## config.mk

```make
export PLATFORM = sky130hd
export DESIGN_NAME = segment_box_occlusion_test_unit
export DESIGN_NICKNAME = d
export VERILOG_FILES = /design/src/rtl/sbot_pkg.sv /design/src/rtl/segment_box_occlusion_test_unit.sv
export VERILOG_INCLUDE_DIRS = /design/src /design/src/rtl
export SDC_FILE = /design/constraint.sdc
export NUM_CORES = 2
export LEC_CHECK = 0
export BUFFER_PORTS_ARGS = -buffer_cell sky130_fd_sc_hd__buf_2
export CORE_UTILIZATION = 55
export CTS_BUF_LIST = sky130_fd_sc_hd__clkbuf_2 sky130_fd_sc_hd__clkbuf_4 sky130_fd_sc_hd__clkbuf_8
export CTS_CLUSTER_DIAMETER = 40
export DETAILED_ROUTE_END_ITERATION = 16
export MAX_ROUTING_LAYER = met4
export PLACE_DENSITY = 0.71
export SLEW_MARGIN = 20
export SYNTH_ARGS = -nofsm -noshare
export SYNTH_HDL_FRONTEND = slang
export SYNTH_SLANG_ARGS = --single-unit
```

## constraint.sdc

```tcl
create_clock -name clk -period 12.2 [get_ports clk]
set_clock_uncertainty 0.2 [all_clocks]
set_input_delay 1.22 -clock clk [delete_from_list [all_inputs] [get_ports clk]]
set_output_delay 1.22 -clock clk [all_outputs]
set_load 0.01 [all_outputs]
```

## src/rtl/segment_box_occlusion_test_unit_macros.svh

```systemverilog
// Assertion macros for the segment box occlusion test unit
`ifndef SEGMENT_BOX_OCCLUSION_TEST_UNIT_MACROS_SVH
`define SEGMENT_BOX_OCCLUSION_TEST_UNIT_MACROS_SVH
// implication checked on every edge outside reset
`define SBOT_ASSERT_IMP(label, clk, rst_n, ante, cons) \
	label: assert property (@(posedge clk) disable iff (!rst_n) (ante) |-> (cons)) \
		else $error("assertion failed");
// next-cycle implication
`define SBOT_ASSERT_NXT(label, clk, rst_n, ante, cons) \
	label: assert property (@(posedge clk) disable iff (!rst_n) (ante) |=> (cons)) \
		else $error("assertion failed");
`endif

```

## src/rtl/sbot_pkg.sv

```systemverilog
// Package for the segment box occlusion test unit: types, constants, states
package sbot_pkg;
	localparam int MaxBoxes = 64;
	localparam int IdxW = $clog2(MaxBoxes);
	localparam int CntW = $clog2(MaxBoxes + 1);
	localparam int QW = 19;
	localparam int NumW = 18;
	localparam int DenW = 16;
	localparam int QuoW = 17;
	localparam logic signed [QW-1:0] SatQ = 19'sd131072;
	localparam logic signed [QW-1:0] OneQ = 19'sd65536;
	localparam logic [0:0] CmdLoad = 1'b0;
	localparam logic [0:0] CmdQuery = 1'b1;

	typedef struct packed {
		logic signed [15:0] left;
		logic signed [15:0] top;
		logic [14:0] width;
		logic [14:0] height;
	} box_t;

	typedef enum logic [2:0] {
		ST_IDLE,
		ST_READ,
		ST_AXIS,
		ST_DIV,
		ST_NARROW,
		ST_DONE
	} state_t;
endpackage

```

## src/rtl/segment_box_occlusion_test_unit.sv

```systemverilog
// Top level of the segment box occlusion test unit
//
// channel  | handshake           | payload
// ---------+---------------------+-----------------------------------------
// input    | in_valid / in_ready | cmd, box_index, box_*, from_*, to_*
// output   | out_valid/out_ready | sight_clear
// config   | cfg_we              | cfg_wdata (boxes_in_use)
//
// A load is taken in ST_IDLE; in_ready stays high for the next word.
// A query reads the table once per box, then per ratio runs one setup state, the
// 17 quotient bits of the shared restoring divider and one narrowing state, two
// ratios per axis. A zero-extent axis is settled in the setup state alone, and the
// query stops at the first blocking box.
// Reset clears control state only; the box table is undefined until written.
// in_ready is low while a query runs; a finished query holds in ST_DONE only while
// the previous word still waits on out_ready.
module segment_box_occlusion_test_unit (
	input  logic        clk,
	input  logic        arst_n,
	input  logic        in_valid,
	output logic        in_ready,
	input  logic        cmd,
	input  logic [5:0]  box_index,
	input  logic signed [15:0] box_left,
	input  logic signed [15:0] box_top,
	input  logic [14:0] box_width,
	input  logic [14:0] box_height,
	input  logic signed [15:0] from_x,
	input  logic signed [15:0] from_y,
	input  logic signed [15:0] to_x,
	input  logic signed [15:0] to_y,
	output logic        out_valid,
	input  logic        out_ready,
	output logic        sight_clear,
	input  logic        cfg_we,
	input  logic [6:0]  cfg_wdata
);
`include "segment_box_occlusion_test_unit_macros.svh"

	sbot_pkg::box_t mem [sbot_pkg::MaxBoxes];
	sbot_pkg::box_t rd_q;
	logic [6:0] cfg_q;
	sbot_pkg::state_t state_q, state_d;
	logic [sbot_pkg::CntW-1:0] idx_q;
	logic [sbot_pkg::CntW-1:0] count;
	logic axis_q;
	logic sel_q;
	logic signed [15:0] fx_q, fy_q, tx_q, ty_q;
	logic signed [sbot_pkg::QW-1:0] lo_q, hi_q, t1_q;
	logic [sbot_pkg::NumW-1:0] rem_q;
	logic [sbot_pkg::QuoW-1:0] quo_q;
	logic [sbot_pkg::DenW-1:0] den_q;
	logic neg_q;
	logic [4:0] bit_q;
	logic clear_q;
	logic ovl_q;

	logic accept, is_load, out_load;
	logic signed [15:0] st, en, low;
	logic [14:0] size;
	logic signed [16:0] d, high;
	logic signed [17:0] edge_v, num;
	logic [sbot_pkg::NumW-1:0] an;
	logic [sbot_pkg::DenW-1:0] dn;
	logic [sbot_pkg::NumW-1:0] rem_sh;
	logic [sbot_pkg::NumW:0] trial;
	logic signed [sbot_pkg::QW-1:0] mag, tq, ta, tb, nlo, nhi;
	logic outside;
	logic decide, reject, box_miss, box_hit, next_axis;

	assign accept = in_valid && in_ready;
	assign is_load = (cmd == sbot_pkg::CmdLoad);
	assign count = (cfg_q > 7'(sbot_pkg::MaxBoxes)) ?
		sbot_pkg::CntW'(sbot_pkg::MaxBoxes) : sbot_pkg::CntW'(cfg_q);
	assign in_ready = (state_q == sbot_pkg::ST_IDLE);
	assign out_load = (state_q == sbot_pkg::ST_DONE) && (!out_valid || out_ready);

	always_comb begin
		st = axis_q ? fy_q : fx_q;
		en = axis_q ? ty_q : tx_q;
		low = axis_q ? rd_q.top : rd_q.left;
		size = axis_q ? rd_q.height : rd_q.width;
		d = 17'(en) - 17'(st);
		high = 17'(low) + 17'({1'b0, size});
		outside = (17'(st) < 17'(low)) || (17'(st) > high);
		edge_v = sel_q ? 18'(high) : 18'(low);
		num = edge_v - 18'(st);
		an = num[17] ? 18'(-num) : 18'(num);
		dn = d[16] ? sbot_pkg::DenW'(-d) : sbot_pkg::DenW'(d);
		rem_sh = (bit_q == 5'(sbot_pkg::QuoW - 1)) ? rem_q :
			{rem_q[sbot_pkg::NumW-2:0], 1'b0};
		trial = {1'b0, rem_sh} - {{(sbot_pkg::NumW - sbot_pkg::DenW + 1){1'b0}}, den_q};
		mag = ovl_q ? sbot_pkg::SatQ : sbot_pkg::QW'(quo_q);
		tq = neg_q ? -mag : mag;
		ta = (t1_q > tq) ? tq : t1_q;
		tb = (t1_q > tq) ? t1_q : tq;
		nlo = (ta > lo_q) ? ta : lo_q;
		nhi = (tb < hi_q) ? tb : hi_q;
	end

	// box verdict: zero-extent axis in ST_AXIS, window check after the second ratio
	assign decide = ((state_q == sbot_pkg::ST_AXIS) && (d == 17'sd0)) ||
		((state_q == sbot_pkg::ST_NARROW) && sel_q);
	assign reject = (state_q == sbot_pkg::ST_AXIS) ? outside : (nlo > nhi);
	assign box_miss = decide && reject;
	assign box_hit = decide && !reject && axis_q;
	assign next_axis = decide && !reject && !axis_q;

	always_comb begin
		state_d = state_q;
		unique case (state_q)
			sbot_pkg::ST_IDLE: if (accept && !is_load) state_d = sbot_pkg::ST_READ;
			sbot_pkg::ST_READ: state_d = (idx_q == count) ? sbot_pkg::ST_DONE :
				sbot_pkg::ST_AXIS;
			sbot_pkg::ST_AXIS, sbot_pkg::ST_NARROW: begin
				priority if (box_miss) state_d = sbot_pkg::ST_READ;
				else if (box_hit) state_d = sbot_pkg::ST_DONE;
				else if (state_q == sbot_pkg::ST_AXIS && d != 17'sd0)
					state_d = sbot_pkg::ST_DIV;
				else state_d = sbot_pkg::ST_AXIS;
			end
			sbot_pkg::ST_DIV: if (bit_q == 5'd0) state_d = sbot_pkg::ST_NARROW;
			sbot_pkg::ST_DONE: if (out_load) state_d = sbot_pkg::ST_IDLE;
			default: state_d = sbot_pkg::ST_IDLE;
		endcase
	end

	always_ff @(posedge clk) begin
		if (accept && is_load)
			mem[box_index[sbot_pkg::IdxW-1:0]] <= '{box_left, box_top, box_width, box_height};
		rd_q <= mem[idx_q[sbot_pkg::IdxW-1:0]];
	end

	always_ff @(posedge clk or negedge arst_n) begin
		if (!arst_n) begin
			state_q <= sbot_pkg::ST_IDLE;
			cfg_q <= '0;
			out_valid <= 1'b0;
			idx_q <= '0;
			axis_q <= 1'b0;
			sel_q <= 1'b0;
			clear_q <= 1'b1;
		end else begin
			state_q <= state_d;
			if (cfg_we) cfg_q <= cfg_wdata;
			if (out_load) out_valid <= 1'b1;
			else if (out_valid && out_ready) out_valid <= 1'b0;
			unique case (state_q)
				sbot_pkg::ST_IDLE: begin
					idx_q <= '0;
					axis_q <= 1'b0;
					sel_q <= 1'b0;
					clear_q <= 1'b1;
				end
				sbot_pkg::ST_READ: begin
					axis_q <= 1'b0;
					sel_q <= 1'b0;
				end
				sbot_pkg::ST_AXIS, sbot_pkg::ST_NARROW: begin
					if (state_q == sbot_pkg::ST_NARROW) sel_q <= !sel_q;
					if (box_miss) idx_q <= idx_q + 1'b1;
					if (box_hit) clear_q <= 1'b0;
					if (next_axis) axis_q <= 1'b1;
				end
				default: ;
			endcase
		end
	end

	always_ff @(posedge clk) begin
		if (out_load) sight_clear <= clear_q;
		unique case (state_q)
			sbot_pkg::ST_READ: begin
				lo_q <= '0;
				hi_q <= sbot_pkg::OneQ;
			end
			sbot_pkg::ST_AXIS: begin
				neg_q <= num[17] ^ d[16];
				rem_q <= an;
				den_q <= dn;
				quo_q <= '0;
				ovl_q <= (an >= {1'b0, dn, 1'b0});
				bit_q <= 5'(sbot_pkg::QuoW - 1);
			end
			sbot_pkg::ST_DIV: begin
				bit_q <= bit_q - 1'b1;
				if (!trial[sbot_pkg::NumW]) rem_q <= trial[sbot_pkg::NumW-1:0];
				else rem_q <= rem_sh;
				quo_q <= {quo_q[sbot_pkg::QuoW-2:0], !trial[sbot_pkg::NumW]};
			end
			sbot_pkg::ST_NARROW: begin
				if (!sel_q) begin
					t1_q <= tq;
				end else begin
					lo_q <= nlo;
					hi_q <= nhi;
				end
			end
			default: ;
		endcase
	end

	always_ff @(posedge clk) begin
		if (accept) begin
			fx_q <= from_x;
			fy_q <= from_y;
			tx_q <= to_x;
			ty_q <= to_y;
		end
	end

	`SBOT_ASSERT_IMP(a_busy_not_ready, clk, arst_n, state_q != sbot_pkg::ST_IDLE, !in_ready)
	`SBOT_ASSERT_NXT(a_done_gives_result, clk, arst_n, state_q == sbot_pkg::ST_DONE, out_valid)
	`SBOT_ASSERT_NXT(a_load_no_busy, clk, arst_n, accept && is_load,
		state_q == sbot_pkg::ST_IDLE)
	`SBOT_ASSERT_IMP(a_idx_bound, clk, arst_n, state_q == sbot_pkg::ST_DIV,
		idx_q < sbot_pkg::CntW'(sbot_pkg::MaxBoxes))
endmodule

```

Word level (Yosys, flattened, before mapping). Memories as Yosys holds them, arrays and structs flattened. A register that Yosys moved wholly into a read port is not among the register bits. Index checks and enable logic that the tools add are counted.

Register bits after elaboration: 201. Bits in writable memories: 3968. Bits of input ports: 145. Output and inout port bits: 3. Word-level logic and storage cells: 139. Memories: 1.

Add/sub/neg operators: 9. Order comparisons: 8. Equal/unequal tests: 15. Multiplexer cells: 44. Bitwise gates (word level): 3. Reduce and logical (&&, ||, !) cells: 38.

Memories: mem (words 64, bits a word 62, rd ports 1, clocked after memory_dff 1, wr ports 1, line segment_box_occlusion_test_unit.sv:40) `sbot_pkg::box_t mem [sbot_pkg::MaxBoxes];`.

Operator list (number): $mux 19 (7); $mux 18 (5); $pmux 19 s2 (2); $mux 16 (4); $gt 19x19->1 (3); $pmux 18 s2 (1); $pmux 17 s2 (1); $lt 19x19->1 (1); $neg 18->19 (1); $sub 18x16->19 (1); $ge 18x17->1 (1); $mux 3 (6); $neg 18->18 (1); $sub 18x16->18 (1); $add 16x16->17 (1); $gt 16x17->1 (1); $logic_not 17->1 (1); $reduce_bool 17->1 (1); $sub 16x16->17 (1); $lt 16x16->1 (1); $neg 16->16 (1); $mux 15 (1); $pmux 3 s5 (1); $mux 7 (2); 25 further kinds (71).

Depth between registers and ports, before layout.
Depth in word-level cells: 15. Mapped depth: 48. Depth with buffers taken out: 42.

Worst setup path before layout. Ideal clock, no wire load.

Kind: reg-to-reg. Start point: reg ovl_q. End point: reg idx_q[4] (netlist name). Setup time: 0.081 ns. Data arrival time: 8.822 ns. Required time: 11.919 ns. Slack: 3.097 ns. Stages on the path, launching flop included: 46. Buffers on the path: 6. Path through: edfxtp_1 -> clkbuf_1 -> buf_1 -> nor2b_1 -> inv_1 -> ha_1 -> clkbuf_1 -> nand2_1 -> or3_1 -> a221oi_1 -> inv_1 -> ha_1 -> nand3_1 -> nor2_1 -> a21o_1 -> a211o_1 -> a21boi_0 -> a211oi_2 -> (+10 left out) -> a21oi_1 -> o22ai_1 -> mux2i_1 -> nor2_1 -> clkbuf_1 -> mux2_2 -> ha_1 -> nor2b_1 -> o21a_1 -> o21ai_0 -> a21oi_1 -> o31a_1 -> o31ai_1 -> a32oi_1 -> a21bo_2 -> clkbuf_1 -> o21ai_0 -> a21oi_1.

Word-level cells in the longest chain between the ends: 12.

Ends and longest elaborated chain: start: declaration (line segment_box_occlusion_test_unit.sv:56) `logic ovl_q;`; start signal: assignment (line segment_box_occlusion_test_unit.sv:182) `ovl_q <= (an >= {1'b0, dn, 1'b0});`; $mux 18 * (line segment_box_occlusion_test_unit.sv:93) `mag = ovl_q ? sbot_pkg::SatQ : sbot_pkg::QW'(quo_q);`; via mag (one bit) (line segment_box_occlusion_test_unit.sv:67) `logic signed [sbot_pkg::QW-1:0] mag, tq, ta, tb, nlo, nhi;`; $neg 18->19 * (line segment_box_occlusion_test_unit.sv:94) `tq = neg_q ? -mag : mag;`; $mux 19 * (line segment_box_occlusion_test_unit.sv:94); via tq (one bit) (line segment_box_occlusion_test_unit.sv:67); $gt 19x19->1 (line segment_box_occlusion_test_unit.sv:95) `ta = (t1_q > tq) ? tq : t1_q;`; $mux 19 * (line segment_box_occlusion_test_unit.sv:95); $gt 19x19->1 (line segment_box_occlusion_test_unit.sv:97) `nlo = (ta > lo_q) ? ta : lo_q;`; $mux 19 * (line segment_box_occlusion_test_unit.sv:97); via nlo (one bit) (line segment_box_occlusion_test_unit.sv:67); $gt 19x19->1 * (line segment_box_occlusion_test_unit.sv:104) `assign reject = (state_q == sbot_pkg::ST_AXIS) ? outside : (nlo > nhi);`; $mux 1 * (line segment_box_occlusion_test_unit.sv:104); $logic_and 1x1->1 * (line segment_box_occlusion_test_unit.sv:105) `assign box_miss = decide && reject;`; $ne 2x2->1 (no source line) *; $reduce_and 2->1 (no source line) *; end signal: assignment (line segment_box_occlusion_test_unit.sv:161) `if (box_miss) idx_q <= idx_q + 1'b1;`; end: declaration (line segment_box_occlusion_test_unit.sv:44) `logic [sbot_pkg::CntW-1:0] idx_q;`.

Mark *: on every way through the listed nets, which the timed path passes. The rest lies on a longest branch. A chain may end at the register's enable or synchronous reset.

Worst setup path in the final report.
Start point: reg ovl_q. End point: reg idx_q[4] (netlist name).

Word-level cells in the longest chain between the ends: 12.

Ends and longest elaborated chain (line): $mux 18 * (segment_box_occlusion_test_unit.sv:93); $neg 18->19 (segment_box_occlusion_test_unit.sv:94); $mux 19 * (segment_box_occlusion_test_unit.sv:94); via tq (one bit) (segment_box_occlusion_test_unit.sv:67); $gt 19x19->1 (segment_box_occlusion_test_unit.sv:95, segment_box_occlusion_test_unit.sv:96); $mux 19 (on tied branches) (segment_box_occlusion_test_unit.sv:95, segment_box_occlusion_test_unit.sv:96); $gt 19x19->1 / $lt 19x19->1 (equally long branches) (segment_box_occlusion_test_unit.sv:97, segment_box_occlusion_test_unit.sv:98); $mux 19 (on tied branches) (segment_box_occlusion_test_unit.sv:97, segment_box_occlusion_test_unit.sv:98); $gt 19x19->1 * (segment_box_occlusion_test_unit.sv:104); $mux 1 * (segment_box_occlusion_test_unit.sv:104); $logic_and 1x1->1 * (segment_box_occlusion_test_unit.sv:105); $ne 2x2->1 (no source line) *; $reduce_and 2->1 (no source line) *.

Marked as above.

==> results.md <==
- Multi-input combinational cell area: 40200 µm²
- Result of the run: finished clean
- Remaining design rule violation count: 0
- Synth cell types: 86
- Fin nets: 8498
- Cell type of the slowest stage on the worst timing path: o31ai_1
- Area grow syn2layout: 12.3%
- Summed area of non-filler cells in the final layout: 189000 µm²
- Antenna violations before repair: 42
- Share of Yosys cell area claimed by the top area cell type: 0.741
- Cell area after synthesis: 168000 µm²
- Vias per std cell: 6.68
- CTS hold repair buffers: 71
- Class of the most critical setup path: flip-flop to flip-flop
- Effective utilization at floorplan: 0.554
- Most used DFF post-synth: edfxtp_1
- Critical register-to-register path startpoint: ovl_q
- CTS root buffer: clkbuf_8
- TritonCTS clock tree: yes
- Post-synth EDFFs: 4148
- Post-CTS setup repair buffer count: 0
- Commonest cells after routing, fill and taps aside: 4148 x edfxtp_1, 1302 x mux4_2, 699 x clkbuf_8
- Max-cap check violation count: 0
- Final Instance Count excl. Fillers: 12686
- Core outline area: 303000 µm²
- Wire length per cell after detailed routing: 35.1 µm
- Ys async rst share: 0.00496
- Clock Power Share: 0.348
- Setup repair after global routing missed its margin: false
- Vias in the first global route: 84595
- Total count of hold-check failures in the final report: 0
- Fraction of power spent switching nets: 0.263
- Reg clk slew, reported paths: 0.06 ns
- Number of buffers created by CTS: 670
- Cells after synthesis: 7425
- RePlAce Congestion: 0.888
- Crit path arrival time: 11.55 ns
- Final WL: 446 mm
- Number of standard-cell rows in the floorplan: 202
- Mapped Avg Cell Area: 22.6 µm²
- Worst-margin pin slew: 1.23 ns
- Number of pins exceeding their max-slew limit in the final report: 0
- Timing-limited maximum frequency: 93.6 MHz
- Type of destination of the critical path: flip-flop
- Lkg Pwr: 58.8 nW
- Launching element of the worst setup path: ovl_q
- Shortest period the worst path allows: 10.68 ns
- Register cell area after layout: 126000 µm²
- Aggregate negative setup slack: 0 ns
- IO Count: 148
- Remaining Overflow, GRT: 0
- Cell area reported after detailed placement: 175000 µm²
- Die span in x: 555 µm
- Total of warnings raised by yosys: 0
- # H-tree levels: 6
- Net count after synthesis: 7761
- Number of clock sinks: 4231
- CTS Buffer Depth: 4
- Source of the worst hold timing path: cfg_wdata[4]
- Post-CTS sizing: 0
- Hold/Removal Path Class: input port to flip-flop
- Total via count in the routed design: 84805
- Number of DRC markers after the initial detailed-route iteration: 12149
- Setup crit start kind: flip-flop
- CP max stage delay: 0.65 ns
- Net Switching: 8.97 mW
- Leading cell type in the layout, fill and taps excluded: edfxtp_1
- Cell taking the most area after synthesis: edfxtp_1
- Worst max-slew margin expressed relative to the limit: 0.183
- Cell Int Power: 25.1 mW
- Count of nets left with antenna violations after detail routing: 0
- Largest net degree at the start of global routing: 131
- Combinational group share of total power: 0.166
- Filler Cells Inserted: 20073
- First drt pass iteration count: 6
- Setup Slack @ Placement: 1.58 ns
- Number of input and output port buffers inserted: 147
- Placed cells: 11392
- Clock latency on the worst-skew pair: 1.22 ns
- Finished Core Util: 0.622
- GRT Resource Usage Total: 0.300
- Post-synthesis register bit count: 4231
- Total die area: 308000 µm²
- WP data required: 13.07 ns
- Worst hold slack after final layout: 0.101 ns
- Share of total power in sequential cells: 0.486
- Most common cell type on the critical path: a21o_1
- Die span in y: 555 µm
- Wire length of the first global-routing pass: 627 mm
- Ranking of synthesized cells by area: edfxtp_1 74%, mux4_2 17%, ha_1 1.4%, dfxtp_1 0.74%, mux2_2 0.68%
- Register area share after synthesis: 0.752
- Final cycle utilization of the critical path: 0.876
- Power after layout: 34.1 mW
- Minimum setup slack in the final design: 1.52 ns
- Highest net fanout along the worst path: 30
- Number of endpoints failing setup at the final stage: 0
- Peak supply drop: 0.157 mV
- Areal power density over the cells: 181 nW/µm²
- Half-perimeter wire length after placement: 241 mm
- Share of final-layout standard cells stronger than drive strength 1: 0.336
[final timing paths]
kind / end / slack, ns / cells past startpoint
max: idx_q[4] / 1.52 / 39
min: cfg_q[4] / 0.10 / 2
max reg2reg: idx_q[4] / 1.52 / 39
min reg2reg: clear_q / 0.33 / 1
max in group asynchronous: idx_q[5] / 11.04 / 2
min in group asynchronous: cfg_q[1] / 0.34 / 2
[critical path: cells and delay by family (launching register included)]
| family | cells | cell delay [ns] |
|---|---|---|
| AOI/OAI and AO/OA | 18 | 4.77 |
| adders and majority gates | 4 | 1.31 |
| buffers and inverters | 5 | 1.29 |
| DFF | 1 | 0.32 |
| muxes | 2 | 0.66 |
| and+or+nand+nor | 10 | 1.98 |
[sequential cells by signal (all words and copies together) (netlist names)]
signal / cells
out_valid: 1
idx_q: 7
quo_q: 17
hi_q: 19
neg_q: 1
rd_q: 62
fy_q: 16
lo_q: 19
clear_q: 1
ty_q: 16
tx_q: 16
mem: 3968
cfg_q: 7
t1_q: 19
ovl_q: 1
den_q: 16
rem_q: 18
bit_q: 5
sel_q: 1
state_q: 3
sight_clear: 1
axis_q: 1
fx_q: 16
[kinds of logic (layout without fill, tap and decap cells)]
kind of cell / after synthesis / in the layout / share of synthesized area
other: 0 / 28 / 0
multiplexers: 1488 / 1488 / 0.186
adder cells (fa/ha/maj): 193 / 193 / 0.0145
AND/OR/NAND/NOR: 536 / 536 / 0.0158
flip-flops: 4231 / 4231 / 0.752
XOR/XNOR: 90 / 90 / 0.00474
AO/OA/AOI/OAI: 380 / 380 / 0.0149
buffers and inverters: 507 / 1762 / 0.0116
[power groups by stage]
stage          sequential, mW  clock [mW]  combinational [mW]
3_3_place_gp             16.8           0                5.52
2_1_floorplan            16.7           0                4.17
6_report                 16.5        11.9                5.66
3_5_place_dp             16.8           0                5.61
4_1_cts                  16.5        12.0                5.66
5_1_grt                  16.6        12.6                6.23
[routing by layer]
metal,vias to the layer above,track usage,share of wire
met5,-,-,0
met4,0,0.0977,0.032
met3,842,0.0616,0.12
met2,5629,0.453,0.48
met1,45200,0.414,0.37
li1,33134,-,-
[cell usage after synthesis (all sizes together) (6+ instances only)]
cell type and number:
a211oi 6, a21boi 9, a21o 43, a21oi 103, a31o 6, a31oi 15, and2 29, and3 26
buf 111, clkbuf 240, dfrtp 20, dfxtp 62, edfxtp 4148, ha 187, inv 154, mux2 119
mux2i 67, mux4 1302, nand2 81, nand2b 18, nand3 32, nand3b 13, nand4 18, nor2 199
nor2b 32, nor3 32, nor4 11, o2111ai 6, o211ai 13, o21a 27, o21ai 77, o21bai 12
o31a 6, o31ai 6, or2 8, or3 14, or4 6, xnor2 53, xor2 37
[area by class of cell]
cell class,count,area share
flip-flops and latches,4231,0.670
diodes,28,0.000372
well taps,3978,0.0264
clock inverters,256,0.00943
repair buffers,416,0.0170
multi-input cells,2687,0.213
clock buffers,934,0.0604
inverters,156,0.00310
(Power assumes the default switching activity.)
